## config.mk

```make
export PLATFORM = sky130hd
export DESIGN_NAME = wspd_seq
export DESIGN_NICKNAME = d
export VERILOG_FILES = /design/src/design/wspd_pkg.sv /design/src/design/wspd_seq.sv
export SDC_FILE = /design/constraint.sdc
export NUM_CORES = 1
export LEC_CHECK = 0
export BUFFER_PORTS_ARGS = -buffer_cell sky130_fd_sc_hd__buf_2
export CELL_PAD_IN_SITES_DETAIL_PLACEMENT = 0
export CELL_PAD_IN_SITES_GLOBAL_PLACEMENT = 1
export CORE_ASPECT_RATIO = 1.2
export CORE_MARGIN = 5
export CORE_UTILIZATION = 41
export CTS_CLUSTER_DIAMETER = 100
export DETAILED_ROUTE_END_ITERATION = 10
export HOLD_SLACK_MARGIN = 0.03
export PLACE_DENSITY_LB_ADDON = 0.1
export SYNTH_ARGS = -nofsm -noshare
export SYNTH_HDL_FRONTEND = slang
export SYNTH_SLANG_ARGS = --single-unit
```

## constraint.sdc

```tcl
create_clock -name clk_i -period 4.1 [get_ports clk_i]
set_clock_uncertainty 0.1 [all_clocks]
set_input_delay 0.82 -clock clk_i [delete_from_list [all_inputs] [get_ports clk_i]]
set_output_delay 0.82 -clock clk_i [all_outputs]
set_load 0.05 [all_outputs]
```

## src/design/wspd_pkg.sv

```systemverilog
// Shared types, constants and microcode for the wheel speed PID drive.
// Holds the config record, the control word layout and the step program.
// No dependencies.
`timescale 1ns / 1ps

package wspd_pkg;

  localparam int FRAC_BITS = 16;

  localparam int POS_W   = 32;
  localparam int SUM_W   = 40;
  localparam int SUM_LO  = 20;
  localparam int OPND_W  = 33;
  localparam int PROD_W  = 2 * OPND_W;
  localparam int PART_W  = 72;
  localparam int ACC_W   = 64;
  localparam int DUTY_W  = 8;

  // register index codes
  localparam logic [2:0] REG_LIN_SPEED = 3'd0;
  localparam logic [2:0] REG_ANG_SPEED = 3'd1;
  localparam logic [2:0] REG_INV_RAD   = 3'd2;
  localparam logic [2:0] REG_HALF_TW   = 3'd3;
  localparam logic [2:0] REG_CNT_SPEED = 3'd4;
  localparam logic [2:0] REG_GAIN_P    = 3'd5;
  localparam logic [2:0] REG_GAIN_I    = 3'd6;
  localparam logic [2:0] REG_GAIN_D    = 3'd7;

  localparam logic signed [31:0] RST_LIN_SPEED = 32'sd1311;
  localparam logic signed [31:0] RST_ANG_SPEED = 32'sd0;
  localparam logic [30:0]        RST_INV_RAD   = 31'd4096000;
  localparam logic [30:0]        RST_HALF_TW   = 31'd3178;
  localparam logic [30:0]        RST_CNT_SPEED = 31'd490;
  localparam logic signed [31:0] RST_GAIN_P    = 32'sd0;
  localparam logic signed [31:0] RST_GAIN_I    = 32'sd655360;
  localparam logic signed [31:0] RST_GAIN_D    = 32'sd0;

  localparam logic signed [PART_W-1:0] TERM_LIM   = 72'sh00_2000_0000_0000_0000;
  localparam logic signed [PART_W-1:0] TERM_LIM_N = -TERM_LIM;
  localparam logic signed [ACC_W-1:0]  DRIVE_LIM  = 64'sd255 <<< (2 * FRAC_BITS);
  localparam logic signed [ACC_W-1:0]  DRIVE_LIM_N = -DRIVE_LIM;

  typedef struct packed {
    logic signed [31:0] lin_speed;
    logic signed [31:0] ang_speed;
    logic [30:0]        inv_rad;
    logic [30:0]        half_tw;
    logic [30:0]        cnt_speed;
    logic signed [31:0] gain_p;
    logic signed [31:0] gain_i;
    logic signed [31:0] gain_d;
  } cfg_t;

  // multiplier operand selects
  typedef enum logic [2:0] {
    MA_DELTA, MA_HTW, MA_TMP, MA_ERR, MA_DERIV, MA_SUMHI, MA_SUMLO
  } ma_e;

  typedef enum logic [2:0] {
    MB_CTS, MB_W, MB_IR, MB_KP, MB_KI, MB_KD
  } mb_e;

  typedef enum logic [3:0] {
    OP_NOP, OP_DELTA, OP_MEAS, OP_SHIFT, OP_LIN, OP_ERR, OP_DERIV,
    OP_TERM0, OP_PART, OP_PARTSUM, OP_PSAT, OP_ACCPART, OP_DRIVE
  } op_e;

  typedef enum logic {
    J_NEXT, J_WHEEL
  } jmp_e;

  typedef struct packed {
    ma_e  ma;
    mb_e  mb;
    op_e  op;
    jmp_e jmp;
  } ucw_t;

  typedef struct packed {
    logic busy;
    logic side;
    logic adv;
    logic publish;
  } seq_t;

  localparam int UCODE_LEN = 17;
  localparam int UPC_W     = $clog2(UCODE_LEN);

  // One wheel's program. The product of a step is ready in the next step.
  function automatic ucw_t ucode(input logic [UPC_W-1:0] pc);
    ucw_t w;
    w = '{ma: MA_DELTA, mb: MB_CTS, op: OP_NOP, jmp: J_NEXT};
    unique case (pc)
      UPC_W'(0):  w.op = OP_DELTA;
      UPC_W'(1):  w.op = OP_NOP;
      UPC_W'(2):  begin w.ma = MA_HTW; w.mb = MB_W; w.op = OP_MEAS; end
      UPC_W'(3):  w.op = OP_SHIFT;
      UPC_W'(4):  w.op = OP_LIN;
      UPC_W'(5):  begin w.ma = MA_TMP; w.mb = MB_IR; end
      UPC_W'(6):  w.op = OP_SHIFT;
      UPC_W'(7):  w.op = OP_ERR;
      UPC_W'(8):  w.op = OP_DERIV;
      UPC_W'(9):  begin w.ma = MA_ERR; w.mb = MB_KP; end
      UPC_W'(10): begin w.ma = MA_SUMHI; w.mb = MB_KI; w.op = OP_TERM0; end
      UPC_W'(11): begin w.ma = MA_SUMLO; w.mb = MB_KI; w.op = OP_PART; end
      UPC_W'(12): begin w.ma = MA_DERIV; w.mb = MB_KD; w.op = OP_PARTSUM; end
      UPC_W'(13): begin w.ma = MA_DERIV; w.mb = MB_KD; w.op = OP_ACCPART; end
      UPC_W'(14): w.op = OP_PSAT;
      UPC_W'(15): w.op = OP_ACCPART;
      UPC_W'(16): begin w.op = OP_DRIVE; w.jmp = J_WHEEL; end
      default:    w.jmp = J_WHEEL;
    endcase
    return w;
  endfunction

  function automatic logic signed [31:0] sat32(input logic signed [PROD_W-1:0] x);
    if ((&x[PROD_W-1:31]) || !(|x[PROD_W-1:31])) begin
      return x[31:0];
    end
    return x[PROD_W-1] ? 32'sh8000_0000 : 32'sh7fff_ffff;
  endfunction

  function automatic logic signed [PART_W-1:0] sat_term(input logic signed [PART_W-1:0] x);
    priority if (x > TERM_LIM) begin
      return TERM_LIM;
    end else if (x < TERM_LIM_N) begin
      return TERM_LIM_N;
    end else begin
      return x;
    end
  endfunction

endpackage

```

## src/design/wspd_seq.sv

```systemverilog
// Microcode sequencer: step counter, wheel select and busy flag. Reads the
// step program from wspd_pkg; one control word per cycle while not stalled.
`timescale 1ns / 1ps

module wspd_seq (
  input  logic            clk_i,
  input  logic            rst_ni,
  input  logic            start_i,
  input  logic            out_blocked_i,
  output wspd_pkg::ucw_t  cw_o,
  output wspd_pkg::seq_t  seq_o
);
  import wspd_pkg::*;

  logic [UPC_W-1:0] pc_q;
  logic             side_q;
  logic             busy_q;
  ucw_t             cw;
  logic             hold;
  logic             adv;

  always_comb begin
    cw   = ucode(pc_q);
    // the last step of the right wheel waits for the output register
    hold = (cw.jmp == J_WHEEL) && side_q && out_blocked_i;
    adv  = busy_q && !hold;
  end

  always_ff @(posedge clk_i or negedge rst_ni) begin
    if (!rst_ni) begin
      pc_q   <= '0;
      side_q <= 1'b0;
      busy_q <= 1'b0;
    end else if (start_i) begin
      pc_q   <= '0;
      side_q <= 1'b0;
      busy_q <= 1'b1;
    end else if (adv) begin
      unique case (cw.jmp)
        J_NEXT:  pc_q <= pc_q + 1'b1;
        J_WHEEL: begin
          pc_q <= '0;
          if (side_q) begin
            busy_q <= 1'b0;
          end else begin
            side_q <= 1'b1;
          end
        end
      endcase
    end
  end

  assign cw_o          = cw;
  assign seq_o.busy    = busy_q;
  assign seq_o.side    = side_q;
  assign seq_o.adv     = adv;
  assign seq_o.publish = adv && (cw.jmp == J_WHEEL) && side_q;

endmodule

```

==> qor.csv <==
stage;metric;value;unit
synthesis;register area share after synthesis;21.4;%
clock_network;CTS sink cnt;7;
worst_setup_path;crit end category;output pin;
placement;Post-DP HPWL;1510;um
drt;Via Count;814;
floorplanning;Die Y;58.9;um
cells_and_area;layout cells sized above 1;26.5;%
clock_network;CTS tree;yes;
timing;final setup vio count;0;
clock_network;CTS max path bufs;2;
global_route;first-pass GRT wire length;3420;um
job;maxcap violations;0;
synthesis;Synth Register Bits;7;
worst_setup_path;Data required, critical path;3.18;ns
floorplanning;CORE AREA;0.00187;mm2
run_status;outcome;finished, final reports clean;
drt;drt total wl;2110;um
timing;max_slew headroom;55.2;%
synthesis;most common flop cell mapped by yosys;dfrtp_1;
timing;achievable frequency;277;MHz
synthesis;Post-synth EDFFs;0;
pwr;Static Leak;0.000420;uW
clock_network;root buf cell;clkbuf_4;
floorplanning;Die X;50.8;um
cells_and_area;post-layout util;48.1;%
pwr;VDD IR max;554;uV
synthesis;count leader, synth;a21oi_1;
synthesis;Yosys cell types;41;
floorplanning;Die Area;0.00299;mm2
drt;number of vias per cell;5.99;
synthesis;Post-synth ARST share;100;%
placement;Port Buffers;18;
global_route;largest net degree at the start of global routing;23;
synthesis;Mapped Area;818;um2
synthesis;average cell area after synthesis;7.72;um2
synthesis;top cell type's share of synthesized area;21.4;%
clock_network;Post-CTS Setup Bufs;0;
clock_network;post-cts sizing count;0;
clock_network;H-tree Lvls;1;
hold_path;Hold Path Class;input port to async pin;
global_route;number of global-route vias before repair;725;
timing;Max Slew Vio Count;0;
floorplanning;# rows;17;
synthesis;Area contributors post-synth;dfrtp_1 21%, ha_1 7.6%, a21oi_1 5.5%;
clock_network;Clock transition at path regs;0.06;ns
timing;Final TNS setup;0;ns
timing;RSZ-0062 raised after global routing;false;
global_route;total gr overflow;0;
synthesis;Cells after Synth;106;
drt;WL/cell;15.5;um
drt;Detailed Routing Iterations Pass 1;4;
worst_setup_path;Crit Path Max Fanout;8;
worst_setup_path;CP Class;register to output pin;
placement;dpl cells;132;
timing;final hold viol count;0;
cells_and_area;Antenna Cells;0;
placement;routability cong.;0.812;
drt;DRC;0;
timing;Worst Tran Pin Value;0.672;ns
cells_and_area;Fill cells;197;
drt;Post-DRT Antenna Nets;0;
synthesis;Synth area leader;dfrtp_1;
clock_network;clock buffer count from CTS;3;
cells_and_area;Area Overhead vs Synth;10.1;%
worst_setup_path;Arrival @ worst endpoint;2.69;ns
cells_and_area;Total Nets Final;127;
global_route;GRT Util Overall;14.6;%
timing;Final Cycle Share;88.1;%
cells_and_area;non-filler cells in the finished layout;136;
floorplanning;Initial Utilization;43.7;%
drt;initial drt markers;19;
synthesis;syn_nets;115;
clock_network;worst skew pair latency;0.26;ns
timing;fin crit period;3.61;ns
synthesis;top cells by count, synth;9 x a21oi_1, 8 x inv_1, 8 x nand2_1;
global_route;antenna violations before repair;0;
floorplanning;# IOs;19;
synthesis;Yosys warnings;0;
worst_setup_path;CP Launch Type;register;
pwr;Power Density;738;mW/mm2
clock_network;cts hold-fix bufs;0;
[layout by cell type (no fill, tap or decap), drive strengths merged, types with 2 or more instances in the layout]
master / count
o21ai: 5
or4: 2
inv: 8
nor2b: 2
ha: 5
nand3: 3
nor2: 4
nor3b: 2
buf: 20
nand2: 8
nor4: 2
nor3: 5
o32ai: 4
o22ai: 2
nand2b: 6
a21oi: 9
dfrtp: 7
clkbuf: 3
or2: 2
o31ai: 2
[area by class of cell]
| class | count | area [um2] | share of cell area (%) |
|---|---|---|---|
| Multi-Input combinational cell | 78 | 539 | 59.9 |
| Sequential cell | 7 | 175 | 19.4 |
| Timing Repair Buffer | 20 | 105 | 11.7 |
| Inverter | 8 | 30.0 | 3.33 |
| Tap cell | 19 | 23.8 | 2.64 |
| Clock buffer | 3 | 22.5 | 2.50 |
| Clock inverter | 1 | 5.00 | 0.556 |
[worst max-delay path, stage by stage (launching register included)]
cell and delay, ns:
dfrtp_1 0.42, inv_1 0.09, ha_1 0.30, or4_1 0.54, o311a_2 0.19, or4_1 0.51
nor2_1 0.11, buf_2 0.27
[metrics by stage]
stage          setup WS, ns  hold slack [ns]  total power [uW]  cell area [um2]
6_report              0.487            0.284               665              901
5_1_grt               0.350            0.286               711              901
3_3_place_gp          0.831            0.451               592              873
4_1_cts               0.467            0.283               669              901
2_1_floorplan         0.483            0.424               528              818
3_5_place_dp          0.760            0.448               598              873
[state kept, by name, summed over array words and instances (netlist names)]
register,count
busy_q,1
pc_q,5
side_q,1
[path summary, 6_finish.rpt]
check                      startpoint        to  slack (ns)  depth (start not counted)
max                           pc_q[0]  seq_o[0]        0.49                          7
min                            rst_ni    busy_q        0.28                          1
max reg2reg                   pc_q[0]   pc_q[1]        1.59                          6
min reg2reg                    side_q    side_q        0.46                          2
max in group asynchronous      rst_ni   pc_q[4]        3.45                          1
min in group clk_i             side_q    side_q        0.46                          2
[where the power goes]
part	switching (uW)	total, uW	internal [uW]	leakage (uW)
Combinational	350	492	141	0.000312
Clock	29.3	65.2	35.8	0.0000177
Sequential	23.1	108	85.0	0.0000903
[metal layers]
layer | up-vias | GRT usage, % | part of all wire, %
li1 | 406 | - | -
met1 | 378 | 18.3 | 43
met2 | 24 | 24.3 | 51
met3 | 6 | 1.27 | 4.5
met4 | 0 | 7.66 | 2.2
met5 | - | 0 | 0
[cell families (layout without fill, tap and decap cells)]
family | count (synthesis) | count (layout) | synth area share (%)
and+or+nand+nor | 41 | 41 | 28.1
AOI/OAI and AO/OA | 31 | 31 | 29.1
buffers and inverters | 21 | 32 | 12.7
DFF | 7 | 7 | 21.4
adders and majority gates | 5 | 5 | 7.65
xor gates and xnor gates | 1 | 1 | 1.07
Power figures use the tool's default switching activity.
