===== src/design/wspd_pkg.sv =====
// Shared types, constants and microcode for the wheel speed PID drive.
// Holds the config record, the control word layout and the step program.
// No dependencies.
`timescale 1ns / 1ps

package wspd_pkg;

  localparam int FRAC_BITS = 16;

  localparam int POS_W   = 32;
  localparam int SUM_W   = 40;
  localparam int SUM_LO  = 20;
  localparam int OPND_W  = 33;
  localparam int PROD_W  = 2 * OPND_W;
  localparam int PART_W  = 72;
  localparam int ACC_W   = 64;
  localparam int DUTY_W  = 8;

  // register index codes
  localparam logic [2:0] REG_LIN_SPEED = 3'd0;
  localparam logic [2:0] REG_ANG_SPEED = 3'd1;
  localparam logic [2:0] REG_INV_RAD   = 3'd2;
  localparam logic [2:0] REG_HALF_TW   = 3'd3;
  localparam logic [2:0] REG_CNT_SPEED = 3'd4;
  localparam logic [2:0] REG_GAIN_P    = 3'd5;
  localparam logic [2:0] REG_GAIN_I    = 3'd6;
  localparam logic [2:0] REG_GAIN_D    = 3'd7;

  localparam logic signed [31:0] RST_LIN_SPEED = 32'sd1311;
  localparam logic signed [31:0] RST_ANG_SPEED = 32'sd0;
  localparam logic [30:0]        RST_INV_RAD   = 31'd4096000;
  localparam logic [30:0]        RST_HALF_TW   = 31'd3178;
  localparam logic [30:0]        RST_CNT_SPEED = 31'd490;
  localparam logic signed [31:0] RST_GAIN_P    = 32'sd0;
  localparam logic signed [31:0] RST_GAIN_I    = 32'sd655360;
  localparam logic signed [31:0] RST_GAIN_D    = 32'sd0;

  localparam logic signed [PART_W-1:0] TERM_LIM   = 72'sh00_2000_0000_0000_0000;
  localparam logic signed [PART_W-1:0] TERM_LIM_N = -TERM_LIM;
  localparam logic signed [ACC_W-1:0]  DRIVE_LIM  = 64'sd255 <<< (2 * FRAC_BITS);
  localparam logic signed [ACC_W-1:0]  DRIVE_LIM_N = -DRIVE_LIM;

  typedef struct packed {
    logic signed [31:0] lin_speed;
    logic signed [31:0] ang_speed;
    logic [30:0]        inv_rad;
    logic [30:0]        half_tw;
    logic [30:0]        cnt_speed;
    logic signed [31:0] gain_p;
    logic signed [31:0] gain_i;
    logic signed [31:0] gain_d;
  } cfg_t;

  // multiplier operand selects
  typedef enum logic [2:0] {
    MA_DELTA, MA_HTW, MA_TMP, MA_ERR, MA_DERIV, MA_SUMHI, MA_SUMLO
  } ma_e;

  typedef enum logic [2:0] {
    MB_CTS, MB_W, MB_IR, MB_KP, MB_KI, MB_KD
  } mb_e;

  typedef enum logic [3:0] {
    OP_NOP, OP_DELTA, OP_MEAS, OP_SHIFT, OP_LIN, OP_ERR, OP_DERIV,
    OP_TERM0, OP_PART, OP_PARTSUM, OP_PSAT, OP_ACCPART, OP_DRIVE
  } op_e;

  typedef enum logic {
    J_NEXT, J_WHEEL
  } jmp_e;

  typedef struct packed {
    ma_e  ma;
    mb_e  mb;
    op_e  op;
    jmp_e jmp;
  } ucw_t;

  typedef struct packed {
    logic busy;
    logic side;
    logic adv;
    logic publish;
  } seq_t;

  localparam int UCODE_LEN = 17;
  localparam int UPC_W     = $clog2(UCODE_LEN);

  // One wheel's program. The product of a step is ready in the next step.
  function automatic ucw_t ucode(input logic [UPC_W-1:0] pc);
    ucw_t w;
    w = '{ma: MA_DELTA, mb: MB_CTS, op: OP_NOP, jmp: J_NEXT};
    unique case (pc)
      UPC_W'(0):  w.op = OP_DELTA;
      UPC_W'(1):  w.op = OP_NOP;
      UPC_W'(2):  begin w.ma = MA_HTW; w.mb = MB_W; w.op = OP_MEAS; end
      UPC_W'(3):  w.op = OP_SHIFT;
      UPC_W'(4):  w.op = OP_LIN;
      UPC_W'(5):  begin w.ma = MA_TMP; w.mb = MB_IR; end
      UPC_W'(6):  w.op = OP_SHIFT;
      UPC_W'(7):  w.op = OP_ERR;
      UPC_W'(8):  w.op = OP_DERIV;
      UPC_W'(9):  begin w.ma = MA_ERR; w.mb = MB_KP; end
      UPC_W'(10): begin w.ma = MA_SUMHI; w.mb = MB_KI; w.op = OP_TERM0; end
      UPC_W'(11): begin w.ma = MA_SUMLO; w.mb = MB_KI; w.op = OP_PART; end
      UPC_W'(12): begin w.ma = MA_DERIV; w.mb = MB_KD; w.op = OP_PARTSUM; end
      UPC_W'(13): begin w.ma = MA_DERIV; w.mb = MB_KD; w.op = OP_ACCPART; end
      UPC_W'(14): w.op = OP_PSAT;
      UPC_W'(15): w.op = OP_ACCPART;
      UPC_W'(16): begin w.op = OP_DRIVE; w.jmp = J_WHEEL; end
      default:    w.jmp = J_WHEEL;
    endcase
    return w;
  endfunction

  function automatic logic signed [31:0] sat32(input logic signed [PROD_W-1:0] x);
    if ((&x[PROD_W-1:31]) || !(|x[PROD_W-1:31])) begin
      return x[31:0];
    end
    return x[PROD_W-1] ? 32'sh8000_0000 : 32'sh7fff_ffff;
  endfunction

  function automatic logic signed [PART_W-1:0] sat_term(input logic signed [PART_W-1:0] x);
    priority if (x > TERM_LIM) begin
      return TERM_LIM;
    end else if (x < TERM_LIM_N) begin
      return TERM_LIM_N;
    end else begin
      return x;
    end
  endfunction

endpackage


===== src/design/wspd_cfg.sv =====
// Configuration register file for the wheel speed PID drive.
// Depends on wspd_pkg for the register codes, reset values and cfg_t.
`timescale 1ns / 1ps

module wspd_cfg (
  input  logic               clk_i,
  input  logic               rst_ni,
  input  logic               cfg_we_i,
  input  logic [2:0]         cfg_idx_i,
  input  logic [31:0]        cfg_wdata_i,
  output wspd_pkg::cfg_t     cfg_o
);
  import wspd_pkg::*;

  cfg_t cfg_q;

  always_ff @(posedge clk_i or negedge rst_ni) begin
    if (!rst_ni) begin
      cfg_q.lin_speed <= RST_LIN_SPEED;
      cfg_q.ang_speed <= RST_ANG_SPEED;
      cfg_q.inv_rad   <= RST_INV_RAD;
      cfg_q.half_tw   <= RST_HALF_TW;
      cfg_q.cnt_speed <= RST_CNT_SPEED;
      cfg_q.gain_p    <= RST_GAIN_P;
      cfg_q.gain_i    <= RST_GAIN_I;
      cfg_q.gain_d    <= RST_GAIN_D;
    end else if (cfg_we_i) begin
      unique case (cfg_idx_i)
        REG_LIN_SPEED: cfg_q.lin_speed <= cfg_wdata_i;
        REG_ANG_SPEED: cfg_q.ang_speed <= cfg_wdata_i;
        REG_INV_RAD:   cfg_q.inv_rad   <= cfg_wdata_i[30:0];
        REG_HALF_TW:   cfg_q.half_tw   <= cfg_wdata_i[30:0];
        REG_CNT_SPEED: cfg_q.cnt_speed <= cfg_wdata_i[30:0];
        REG_GAIN_P:    cfg_q.gain_p    <= cfg_wdata_i;
        REG_GAIN_I:    cfg_q.gain_i    <= cfg_wdata_i;
        REG_GAIN_D:    cfg_q.gain_d    <= cfg_wdata_i;
      endcase
    end
  end

  assign cfg_o = cfg_q;

endmodule


===== config.mk =====
export PLATFORM = sky130hd
export DESIGN_NAME = wspd_cfg
export DESIGN_NICKNAME = d
export VERILOG_FILES = /design/src/design/wspd_pkg.sv /design/src/design/wspd_cfg.sv
export SDC_FILE = /design/constraint.sdc
export NUM_CORES = 1
export LEC_CHECK = 0
export BUFFER_PORTS_ARGS = -buffer_cell sky130_fd_sc_hd__buf_2
export CAP_MARGIN = 20
export CORE_MARGIN = 2
export CORE_UTILIZATION = 55
export DETAILED_ROUTE_END_ITERATION = 10
export PLACE_DENSITY = 0.82
export SLEW_MARGIN = 20
export SYNTH_ARGS = -nofsm -noshare
export SYNTH_HDL_FRONTEND = slang
export SYNTH_SLANG_ARGS = --single-unit

===== constraint.sdc =====
create_clock -name clk_i -period 1.15 [get_ports clk_i]
set_input_delay 0.115 -clock clk_i [delete_from_list [all_inputs] [get_ports clk_i]]
set_output_delay 0.115 -clock clk_i [all_outputs]
set_load 0.05 [all_outputs]

==> results.sh <==
export IMPL_status="finished, violations left"
export IMPL_violations="negative setup slack"
export IMPL_finalPower_mw=39.3
export IMPL_yosysUniqueCellTypes=12
export IMPL_wl_per_cell_um=29.1
export IMPL_clkTransAtPathRegs_ns=0.07
export IMPL_power_density_mw_per_mm2=2480
export IMPL_via_count=7469
export IMPL_ios=291
export IMPL_area_growth_pct=67.0
export IMPL_top_usage_layer="met2"
export IMPL_dr_pass1_iters=5
export IMPL_grt_max_degree=43
export IMPL_worstPathArrival_ns=1.28
export IMPL_p_comb_frac=0.451
export IMPL_nNetsFinal=1096
export IMPL_largest_reg_flops=253
export IMPL_cp_num_buf_inv=1
export IMPL_drt_total_wl_mm=37.9
export IMPL_vdd_ir_drop_max_v=0.00185
export IMPL_crit_required_ns=1.03
export IMPL_cp_cell_sequence="buf_8"
export IMPL_antenna_found_initial=0
export IMPL_drtIter0Drc=420
export IMPL_yosysSeqAreaShare=0.669
export IMPL_die_w_um=135
export IMPL_cts_buffers=26
export IMPL_hold_viol=0
export IMPL_p_int_mw=23.3
export IMPL_cts_path_max_buffers=3
export IMPL_critPathLaunchType="flop"
export IMPL_syn_area_mm2=0.00951
export IMPL_setup_viol=253
export IMPL_row_count=48
export IMPL_timing_clock_skew_ns=0
export IMPL_syn_avg_cell_area_um2=17.5
export IMPL_final_common_cell="buf_6"
export IMPL_ys_seq_elements=253
export IMPL_track_usage=0.355
export IMPL_tightest_slew_ns=0.387
export IMPL_hpwl_mm=17.0
export IMPL_grt_pass1_vias=7918
export IMPL_antennaDiodeCount=0
export IMPL_fin_crit_sh=1.21
export IMPL_layout_common_cells="buf_6, dfrtp_1, buf_4"
export IMPL_rsz0062_at_grt="yes"
export IMPL_met2_usage=0.626
export IMPL_hold_ws_ns=0.101
export IMPL_fp_dieArea_mm2=0.0184
export IMPL_synthCells=543
export IMPL_gr_usage_met3=0.0834
export IMPL_grt_util_met1=0.411
export IMPL_critPathCaptureType="primary output"
export IMPL_route_detailed_drc=0
export IMPL_clock_latency_ns=0.53
export IMPL_slew_headroom=0.741
export IMPL_maxCapViolations=0
export IMPL_grt_pass1_wl_mm=48.6
export IMPL_p_leak_nw=7.64
export IMPL_critPathKind="reg -> out"
export IMPL_syn_num_nets=581
export IMPL_critPathMaxFanout=2
export IMPL_start_util=0.556
export IMPL_port_buffers=290
export IMPL_viasPerCell=5.74
export IMPL_p_sw_frac=0.407
export IMPL_drv_slew=0
export IMPL_cp_top_family="flip-flops"
export IMPL_timing_final_ws_setup_ns=-0.244
export IMPL_drtAntennaViolNets=0
export IMPL_layout_drive_gt1_share=0.749
export IMPL_die_h_um=135
export IMPL_gp_congestion=0.791
export IMPL_cts_tree="done"
export IMPL_worstHoldPathType="in -> async"
export IMPL_yosysWarningCount=0
export IMPL_core_mm2=0.0171
export IMPL_cts_htree_levels=1
export IMPL_sequentialPowerShare=0.330
export IMPL_grt_overflow_total=0
export IMPL_fmax_ghz=0.717
export IMPL_cts_num_sinks=253
export IMPL_cts_root_buffer="clkbuf_16"
export IMPL_critPathMaxStageDelay_ns=0.58
export IMPL_crit_slowest_cell="dfstp_2"
export IMPL_switching_power_mw=16.0
export IMPL_power_frac_clock=0.218
export IMPL_fin_crit_ns=1.39
cells by family (layout without fill, tap and decap cells):
kind of cell           count (synthesis)  after routing  share of synthesized area
multiplexers                         253            253                      0.300
flip-flops                           253            253                      0.669
buffers and inverters                 29            563                     0.0214
AND/OR/NAND/NOR                        8              8                    0.00961
power by group through the flow:
stage | registers (mW) | logic (mW) | clock network, mW
final | 13.0 | 17.8 | 8.58
after global routing | 13.1 | 18.1 | 8.96
after CTS | 12.6 | 16.1 | 8.24
after detailed placement | 12.3 | 12.5 | 0
after global placement | 12.1 | 12.3 | 0
after floorplan | 19.2 | 2.30 | 0
final cells by class:
cell class	count	area (µm²)
Sequential cell	253	6370
Clock inverter	6	30.0
Multi-Input combinational cell	261	3300
Timing Repair Buffer	516	5090
Tap cell	225	282
Fill cell	518	1240
Clock buffer	41	808
cells in the mapped netlist (all sizes together):
cell type  instances  area share
and4bb             2      0.0026
buf               29       0.021
dfstp             27       0.075
nand4b             3      0.0028
dfrtp            226        0.59
nor4bb             1      0.0011
nand4              1     0.00066
mux2             253        0.30
nor4b              1      0.0025
metal layers:
layer	up-vias	routed length, µm	part of all wire
li1	2955	-	-
met1	3919	13300	0.35
met2	449	19800	0.52
met3	146	2570	0.068
met4	0	2260	0.060
met5	-	0	0
worst register-to-register path, delay by kind of cell, from the launching register on:
family | cells | cell delay [ns]
buffers and inverters | 2 | 0.29
DFF | 1 | 0.43
muxes | 1 | 0.27
path summary, 6_finish.rpt:
kind	from	end	slack [ns]	cells past startpoint
max	cfg_o[177]$_DFFE_PN1P_	cfg_o[177]	-0.24	1
min	rst_ni	cfg_o[96]$_DFFE_PN0P_	0.10	2
max reg2reg	cfg_o[245]$_DFFE_PN0P_	cfg_o[245]$_DFFE_PN0P_	0.04	3
min reg2reg	cfg_o[60]$_DFFE_PN0P_	cfg_o[60]$_DFFE_PN0P_	0.53	1
max in group asynchronous	rst_ni	cfg_o[231]$_DFFE_PN1P_	0.42	3
min in group clk_i	cfg_idx_i[0]	cfg_o[21]$_DFFE_PN0P_	0.24	4
stage by stage:
step	TNS, ns	instance area (µm²)	setup slack (ns)	std cells	util
after floorplan	-8.66	9920	-0.132	543	-
after global routing	-23.66	15900	-0.265	1302	0.928
final	-19.60	15900	-0.244	1302	0.928
after detailed placement	-44.33	11800	-0.316	1058	0.689
after CTS	-16.61	15200	-0.213	1218	0.890
after global placement	-36.52	11800	-0.252	1058	0.689
repair_timing:
| item | 4_1_cts | 5_1_grt |
|---|---|---|
| hold buffers | 33 | 0 |
| buffers inserted | 80 | 84 |
| endpoints found under the setup margin | 253 | 253 |
| gates resized for setup | 531 | 3 |
| hold endpoints to repair | 479 | 0 |
No activity file was read; power rests on OpenSTA's default activity.
