File: src/design/wspd_pkg.sv
// Shared types, constants and microcode for the wheel speed PID drive.
// Holds the config record, the control word layout and the step program.
// No dependencies.
`timescale 1ns / 1ps

package wspd_pkg;

  localparam int FRAC_BITS = 16;

  localparam int POS_W   = 32;
  localparam int SUM_W   = 40;
  localparam int SUM_LO  = 20;
  localparam int OPND_W  = 33;
  localparam int PROD_W  = 2 * OPND_W;
  localparam int PART_W  = 72;
  localparam int ACC_W   = 64;
  localparam int DUTY_W  = 8;

  // register index codes
  localparam logic [2:0] REG_LIN_SPEED = 3'd0;
  localparam logic [2:0] REG_ANG_SPEED = 3'd1;
  localparam logic [2:0] REG_INV_RAD   = 3'd2;
  localparam logic [2:0] REG_HALF_TW   = 3'd3;
  localparam logic [2:0] REG_CNT_SPEED = 3'd4;
  localparam logic [2:0] REG_GAIN_P    = 3'd5;
  localparam logic [2:0] REG_GAIN_I    = 3'd6;
  localparam logic [2:0] REG_GAIN_D    = 3'd7;

  localparam logic signed [31:0] RST_LIN_SPEED = 32'sd1311;
  localparam logic signed [31:0] RST_ANG_SPEED = 32'sd0;
  localparam logic [30:0]        RST_INV_RAD   = 31'd4096000;
  localparam logic [30:0]        RST_HALF_TW   = 31'd3178;
  localparam logic [30:0]        RST_CNT_SPEED = 31'd490;
  localparam logic signed [31:0] RST_GAIN_P    = 32'sd0;
  localparam logic signed [31:0] RST_GAIN_I    = 32'sd655360;
  localparam logic signed [31:0] RST_GAIN_D    = 32'sd0;

  localparam logic signed [PART_W-1:0] TERM_LIM   = 72'sh00_2000_0000_0000_0000;
  localparam logic signed [PART_W-1:0] TERM_LIM_N = -TERM_LIM;
  localparam logic signed [ACC_W-1:0]  DRIVE_LIM  = 64'sd255 <<< (2 * FRAC_BITS);
  localparam logic signed [ACC_W-1:0]  DRIVE_LIM_N = -DRIVE_LIM;

  typedef struct packed {
    logic signed [31:0] lin_speed;
    logic signed [31:0] ang_speed;
    logic [30:0]        inv_rad;
    logic [30:0]        half_tw;
    logic [30:0]        cnt_speed;
    logic signed [31:0] gain_p;
    logic signed [31:0] gain_i;
    logic signed [31:0] gain_d;
  } cfg_t;

  // multiplier operand selects
  typedef enum logic [2:0] {
    MA_DELTA, MA_HTW, MA_TMP, MA_ERR, MA_DERIV, MA_SUMHI, MA_SUMLO
  } ma_e;

  typedef enum logic [2:0] {
    MB_CTS, MB_W, MB_IR, MB_KP, MB_KI, MB_KD
  } mb_e;

  typedef enum logic [3:0] {
    OP_NOP, OP_DELTA, OP_MEAS, OP_SHIFT, OP_LIN, OP_ERR, OP_DERIV,
    OP_TERM0, OP_PART, OP_PARTSUM, OP_PSAT, OP_ACCPART, OP_DRIVE
  } op_e;

  typedef enum logic {
    J_NEXT, J_WHEEL
  } jmp_e;

  typedef struct packed {
    ma_e  ma;
    mb_e  mb;
    op_e  op;
    jmp_e jmp;
  } ucw_t;

  typedef struct packed {
    logic busy;
    logic side;
    logic adv;
    logic publish;
  } seq_t;

  localparam int UCODE_LEN = 17;
  localparam int UPC_W     = $clog2(UCODE_LEN);

  // One wheel's program. The product of a step is ready in the next step.
  function automatic ucw_t ucode(input logic [UPC_W-1:0] pc);
    ucw_t w;
    w = '{ma: MA_DELTA, mb: MB_CTS, op: OP_NOP, jmp: J_NEXT};
    unique case (pc)
      UPC_W'(0):  w.op = OP_DELTA;
      UPC_W'(1):  w.op = OP_NOP;
      UPC_W'(2):  begin w.ma = MA_HTW; w.mb = MB_W; w.op = OP_MEAS; end
      UPC_W'(3):  w.op = OP_SHIFT;
      UPC_W'(4):  w.op = OP_LIN;
      UPC_W'(5):  begin w.ma = MA_TMP; w.mb = MB_IR; end
      UPC_W'(6):  w.op = OP_SHIFT;
      UPC_W'(7):  w.op = OP_ERR;
      UPC_W'(8):  w.op = OP_DERIV;
      UPC_W'(9):  begin w.ma = MA_ERR; w.mb = MB_KP; end
      UPC_W'(10): begin w.ma = MA_SUMHI; w.mb = MB_KI; w.op = OP_TERM0; end
      UPC_W'(11): begin w.ma = MA_SUMLO; w.mb = MB_KI; w.op = OP_PART; end
      UPC_W'(12): begin w.ma = MA_DERIV; w.mb = MB_KD; w.op = OP_PARTSUM; end
      UPC_W'(13): begin w.ma = MA_DERIV; w.mb = MB_KD; w.op = OP_ACCPART; end
      UPC_W'(14): w.op = OP_PSAT;
      UPC_W'(15): w.op = OP_ACCPART;
      UPC_W'(16): begin w.op = OP_DRIVE; w.jmp = J_WHEEL; end
      default:    w.jmp = J_WHEEL;
    endcase
    return w;
  endfunction

  function automatic logic signed [31:0] sat32(input logic signed [PROD_W-1:0] x);
    if ((&x[PROD_W-1:31]) || !(|x[PROD_W-1:31])) begin
      return x[31:0];
    end
    return x[PROD_W-1] ? 32'sh8000_0000 : 32'sh7fff_ffff;
  endfunction

  function automatic logic signed [PART_W-1:0] sat_term(input logic signed [PART_W-1:0] x);
    priority if (x > TERM_LIM) begin
      return TERM_LIM;
    end else if (x < TERM_LIM_N) begin
      return TERM_LIM_N;
    end else begin
      return x;
    end
  endfunction

endpackage

File: src/design/wspd_dp.sv
// Datapath: shared registered multiplier, saturating adders, wheel state
// and output register. Driven by control words from wspd_seq; uses wspd_pkg.
`timescale 1ns / 1ps

module wspd_dp (
  input  logic                      clk_i,
  input  logic                      rst_ni,
  input  wspd_pkg::cfg_t            cfg_i,
  input  wspd_pkg::ucw_t            cw_i,
  input  wspd_pkg::seq_t            seq_i,
  input  logic                      start_i,
  input  logic signed [31:0]        left_position_i,
  input  logic signed [31:0]        right_position_i,
  input  logic                      out_stall_i,
  output logic                      out_valid_o,
  output logic [7:0]                left_duty_o,
  output logic                      left_reverse_o,
  output logic [7:0]                right_duty_o,
  output logic                      right_reverse_o
);
  import wspd_pkg::*;

  logic [POS_W-1:0]         pos_q  [2];
  logic [POS_W-1:0]         last_q [2];
  logic signed [31:0]       prev_q [2];
  logic signed [SUM_W-1:0]  esum_q [2];

  logic signed [31:0]       delta_q, meas_q, tmp_q, err_q;
  logic signed [32:0]       deriv_q;
  logic signed [SUM_W-1:0]  sum_q;
  logic signed [PROD_W-1:0] prod_q;
  logic signed [PART_W-1:0] part_q;
  logic signed [ACC_W-1:0]  acc_q;

  logic [DUTY_W-1:0]        ldut_q;
  logic                     lrev_q;
  logic                     out_valid_q;

  logic signed [OPND_W-1:0] mul_a, mul_b;
  logic                     side;
  logic signed [32:0]       lin_sum, err_diff;
  logic signed [SUM_W:0]    sum_ext;
  logic signed [SUM_W-1:0]  sum_sat;
  logic signed [PART_W-1:0] prod_ext;
  logic signed [ACC_W-1:0]  drv, mag;
  logic [DUTY_W-1:0]        duty;
  logic                     rev;

  assign side = seq_i.side;

  always_comb begin
    unique case (cw_i.ma)
      MA_DELTA: mul_a = {delta_q[31], delta_q};
      MA_HTW:   mul_a = {2'b00, cfg_i.half_tw};
      MA_TMP:   mul_a = {tmp_q[31], tmp_q};
      MA_ERR:   mul_a = {err_q[31], err_q};
      MA_DERIV: mul_a = deriv_q;
      MA_SUMHI: mul_a = {{(OPND_W-SUM_W+SUM_LO){sum_q[SUM_W-1]}}, sum_q[SUM_W-1:SUM_LO]};
      MA_SUMLO: mul_a = {{(OPND_W-SUM_LO){1'b0}}, sum_q[SUM_LO-1:0]};
      default:  mul_a = '0;
    endcase
    unique case (cw_i.mb)
      MB_CTS:  mul_b = {2'b00, cfg_i.cnt_speed};
      MB_W:    mul_b = {cfg_i.ang_speed[31], cfg_i.ang_speed};
      MB_IR:   mul_b = {2'b00, cfg_i.inv_rad};
      MB_KP:   mul_b = {cfg_i.gain_p[31], cfg_i.gain_p};
      MB_KI:   mul_b = {cfg_i.gain_i[31], cfg_i.gain_i};
      MB_KD:   mul_b = {cfg_i.gain_d[31], cfg_i.gain_d};
      default: mul_b = '0;
    endcase
  end

  always_comb begin
    // left wheel subtracts the turn component, right wheel adds it
    if (side) begin
      lin_sum = {cfg_i.lin_speed[31], cfg_i.lin_speed} + {tmp_q[31], tmp_q};
    end else begin
      lin_sum = {cfg_i.lin_speed[31], cfg_i.lin_speed} - {tmp_q[31], tmp_q};
    end
    err_diff = {tmp_q[31], tmp_q} - {meas_q[31], meas_q};

    sum_ext = {esum_q[side][SUM_W-1], esum_q[side]}
            + {{(SUM_W-31){err_q[31]}}, err_q};
    if (sum_ext[SUM_W] != sum_ext[SUM_W-1]) begin
      sum_sat = sum_ext[SUM_W] ? {1'b1, {(SUM_W-1){1'b0}}} : {1'b0, {(SUM_W-1){1'b1}}};
    end else begin
      sum_sat = sum_ext[SUM_W-1:0];
    end

    prod_ext = {{(PART_W-PROD_W){prod_q[PROD_W-1]}}, prod_q};

    priority if (acc_q > DRIVE_LIM) begin
      drv = DRIVE_LIM;
    end else if (acc_q < DRIVE_LIM_N) begin
      drv = DRIVE_LIM_N;
    end else begin
      drv = acc_q;
    end
    mag  = drv[ACC_W-1] ? -drv : drv;
    duty = mag[2*FRAC_BITS +: DUTY_W];
    rev  = drv[ACC_W-1] || (drv == '0);
  end

  // payload and working registers
  always_ff @(posedge clk_i) begin
    if (start_i) begin
      pos_q[0] <= left_position_i;
      pos_q[1] <= right_position_i;
    end
    if (seq_i.adv) begin
      prod_q <= mul_a * mul_b;
      unique case (cw_i.op)
        OP_NOP:     ;
        OP_DELTA:   delta_q <= pos_q[side] - last_q[side];
        OP_MEAS:    meas_q  <= sat32(prod_q);
        OP_SHIFT:   tmp_q   <= sat32(prod_q >>> FRAC_BITS);
        OP_LIN:     tmp_q   <= sat32({{(PROD_W-33){lin_sum[32]}}, lin_sum});
        OP_ERR:     err_q   <= sat32({{(PROD_W-33){err_diff[32]}}, err_diff});
        OP_DERIV: begin
          deriv_q <= {err_q[31], err_q} - {prev_q[side][31], prev_q[side]};
          sum_q   <= sum_sat;
        end
        OP_TERM0:   acc_q  <= ACC_W'(sat_term(prod_ext));
        OP_PART:    part_q <= prod_ext <<< SUM_LO;
        OP_PARTSUM: part_q <= sat_term(part_q + prod_ext);
        OP_PSAT:    part_q <= sat_term(prod_ext);
        OP_ACCPART: acc_q  <= acc_q + part_q[ACC_W-1:0];
        OP_DRIVE: begin
          if (side) begin
            left_duty_o     <= ldut_q;
            left_reverse_o  <= lrev_q;
            right_duty_o    <= duty;
            right_reverse_o <= rev;
          end else begin
            ldut_q <= duty;
            lrev_q <= rev;
          end
        end
        default: ;
      endcase
    end
  end

  // wheel history, cleared by reset
  always_ff @(posedge clk_i or negedge rst_ni) begin
    if (!rst_ni) begin
      last_q[0] <= '0;
      last_q[1] <= '0;
      prev_q[0] <= '0;
      prev_q[1] <= '0;
      esum_q[0] <= '0;
      esum_q[1] <= '0;
    end else if (seq_i.adv && (cw_i.op == OP_DRIVE)) begin
      last_q[side] <= pos_q[side];
      prev_q[side] <= err_q;
      esum_q[side] <= sum_q;
    end
  end

  always_ff @(posedge clk_i or negedge rst_ni) begin
    if (!rst_ni) begin
      out_valid_q <= 1'b0;
    end else if (seq_i.publish) begin
      out_valid_q <= 1'b1;
    end else if (!out_stall_i) begin
      out_valid_q <= 1'b0;
    end
  end

  assign out_valid_o = out_valid_q;

endmodule

File: config.mk
export PLATFORM = sky130hd
export DESIGN_NAME = wspd_dp
export DESIGN_NICKNAME = d
export VERILOG_FILES = /design/src/design/wspd_pkg.sv /design/src/design/wspd_dp.sv
export SDC_FILE = /design/constraint.sdc
export NUM_CORES = 2
export LEC_CHECK = 0
export ABC_CLOCK_PERIOD_IN_PS = 11650
export BUFFER_PORTS_ARGS = -buffer_cell sky130_fd_sc_hd__clkbuf_2
export CAP_MARGIN = 15
export CORE_ASPECT_RATIO = 0.75
export CORE_UTILIZATION = 30
export DETAILED_ROUTE_END_ITERATION = 10
export SLEW_MARGIN = 5
export SYNTH_ARGS = -nofsm -noshare
export SYNTH_HDL_FRONTEND = slang
export SYNTH_SLANG_ARGS = --single-unit
File: constraint.sdc
create_clock -name clk_i -period 11.65 [get_ports clk_i]
set_input_delay 1.165 -clock clk_i [delete_from_list [all_inputs] [get_ports clk_i]]
set_output_delay 1.165 -clock clk_i [all_outputs]
set_load 0.005 [all_outputs]
==> flow_summary.toml <==
[sta]
slew_violations = 0
finalSetupViolations = 0
hold_viol_final = 0
finalCriticalPeriod_ns = 10.85
worst_slew_pin_slew_ns = 1.264
rsz0062_at_grt = "no"
clock_skew_ns = 0.06554
finalCritPeriodShare = 0.9313
clock.fmax_ghz = 0.09217
slew_headroom = 0.1538
tns_ns = 0

[detailed_routing]
post_drt_wl_per_cell_um = 22.93
drt_iter0_drc = 7546
totalWireLength_um = 303500
num_vias = 69096
drc = 0
ant_nets = 0
drt_first_pass_iters = 8
avgViaCountPerCell = 5.219

[die]
initial_core_util = 0.3031
io_pins = 355
die-area_um2 = 285900
die_h_um = 463.3
core-area_um2 = 280800
die_x_um = 617.1
rows = 168

[grt]
top_usage_layer = "met1"
grt_pass1_vias = 67016
grt_antenna_before_repair = 23
gr-usage-met2 = 0.2905
grt_pass1_wl_um = 448900
grt_max_degree = 81
grt_remaining_overflow = 0
grt_usage = 0.2094
grtUsageMet3 = 0.05941
met1_usage = 0.3131

[setup_path]
arrival_ns = 11.28
critPathSlowestCell = "fa_1"
crit_required_ns = 12.08
crit_start = "cw_i[9]"
r2r-start = "err_q[31]"
worstSetupStartpointType = "input pin"
path_class = "in -> reg"
end_kind = "flip-flop"
cp_top_family = "adder cells"
r2r_end = "prod_q[65]"
cp.depth = 30
critical_path_buf_inv_count = 5
reg2reg_setup_slack_ns = 0.83
crit_end = "prod_q[65]"
rr_worst_depth = 29
crit_path_max_fanout = 13
critPathMaxStageDelay_ns = 0.85
crit_top_cell = "fa_1"

[logic_synthesis]
yosysSeqAreaShare = 0.2357
syn_area_per_cell_um2 = 9.301
mappedNetlistArea_um2 = 85130
synth_edf_count = 494
netlist.area_leader.share = 0.2711
synth.distinct_cells = 94
ys.warnings.count = 0
ys_seq_elements = 703
synth_cells = 9153
synth_largest_area_cell = "fa_1"
synth.net_count = 11163
synthArstFlopShare = 0.2973
synthFlopType = "edfxtp_1"
synth_area_leaders = "fa_1 (27%), edfxtp_1 (17%), ha_1 (7.7%), dfrtp_1 (6.1%), inv_1 (5.9%)"

[placed_design]
portBuffers = 352
place_congestion = 0.9879
dp_hpwl_um = 242100

[clock_network]
clk_pin_slew_ns = 0.06
numCtsBuffers = 83
ctsResizeCount = 0
clk_latency_ns = 0.74
htreeDepth = 3
cts_tree = "done"
cts_hold_buf = 0
clockBufferDepth = 3
postCtsSetupBuffers = 0
cts_num_sinks = 703
clockRootBuffer = "clkbuf_16"

[cells_and_area]
fin_nets = 11430
syn2layout_area_growth_pct = 11.83
drive_gt1_frac = 0.1074

[hold_path]
hold_class = "in -> async"

[run]
drv_cap = 0

[outcome]
outcome = "complete, no violations"
==> layer usage <==
metal	up-vias	share of wire	wire length, um
li1	30799	-	-
met1	34462	0.45	137000
met2	3412	0.40	120300
met3	411	0.12	36810
met4	12	0.031	9370
met5	-	0.00024	74
==> how the worst min path moves through the flow <==
stage          cells past startpoint              to       from  slack [ns]
2_1_floorplan                      0  left_duty_o[0]  ldut_q[0]        0.40
3_3_place_gp                       0  left_duty_o[0]  ldut_q[0]        0.40
3_5_place_dp                       0  left_reverse_o     lrev_q        0.40
4_1_cts                            0  left_duty_o[2]  ldut_q[2]        0.39
5_1_grt                            0  left_duty_o[2]  ldut_q[2]        0.41
6_report                           1       prev_q[8]     rst_ni        0.40
==> stage by stage <==
stage          area (um2)  hold slack, ns  utilization  instances  setup slack, ns
3_5_place_dp        92400          0.4045       0.3290      13074           0.3024
3_3_place_gp        92400          0.4021       0.3290      13074           0.4071
5_1_grt             95180          0.4125       0.3389      13233           0.4188
6_report            95200          0.3986       0.3390      13239           0.8002
2_1_floorplan       85130          0.4003            -       9153            1.112
4_1_cts             95160          0.3945       0.3388      13229           0.9912
==> synthesized netlist by cell type, types with 13 or more instances <==
cell and n:
inv_1 1330, nand2_1 1246, fa_1 1153, nor2_1 752, ha_1 521, edfxtp_1 494
a21oi_1 438, clkbuf_1 380, o21ai_0 319, xnor2_1 230, a21o_1 222, dfrtp_1 209
mux2_2 169, nand3_1 168, a22oi_1 154, xor2_1 131, mux2i_1 119, nor3_1 80
nand4_1 76, o21ai_1 71, nor2b_1 70, nand2b_1 58, and3_1 53, and2_1 50
o21a_1 50, nor4_1 47, a31oi_1 46, o21bai_1 44, o31ai_1 34, a211oi_1 30
or3_1 25, buf_1 23, o211ai_1 22, or2_2 20, a211o_1 17, a21boi_0 17
maj3_1 17, a221o_1 16, a221oi_1 16, nor3b_1 13
==> final cells by class <==
cell class / instances / area, um2
clock inverter: 45 / 498.0
fill: 29024 / 185600
timing repair buffer: 604 / 3882
sequential: 703 / 20060
clock buffer: 110 / 2260
inverter: 1331 / 4999
antenna: 9 / 22.52
tap: 3740 / 4679
multi-input combinational: 6697 / 58790
==> worst register-to-register path: cells and delay by family, from the launching register on <==
family	cells	cell delay, ns
mux	1	0.18
simple gates	3	0.53
xor+xnor	1	0.12
buf+inv	3	0.40
fa+ha+maj	9	5.08
flops	1	1.00
compound gates	12	3.28
==> placed cells by master (no fill, tap or decap), types with 46 or more instances in the layout <==
cell type  count
nor2b_1       69
nand2b_1      58
o21ai_0      316
clkbuf_2     347
inv_1       1330
mux2_2       169
and2_1        50
xnor2_1      230
mux2i_1      117
and3_1        52
a22oi_1      154
edfxtp_1     494
fa_1        1153
a21o_1       222
a21oi_1      432
xor2_1       131
nor2_1       746
a31oi_1       46
buf_4        236
nor4_1        47
ha_1         521
clkbuf_16     84
o21ai_1       67
nor3_1        77
nand2_1     1246
nand4_1       76
o21a_1        50
dfrtp_1      209
nand3_1      167
==> state kept, by name, indices dropped and copies added (netlist names), 33 cells and up <==
signal,cells
sum_q,40
pos_q,64
prev_q,64
acc_q,64
part_q,72
deriv_q,33
esum_q,80
prod_q,66
last_q,64
==> logic make-up after synthesis <==
group,synth area share
DFF,0.2357
buffers and inverters,0.07779
xor gates and xnor gates,0.03714
and+or+nand+nor,0.1380
adders and majority gates,0.3497
AOI/OAI and AO/OA,0.1245
muxes,0.03714
Power is not shown: default switching activity piles up to over one toggle a cycle in this logic, so the estimate is an artifact.
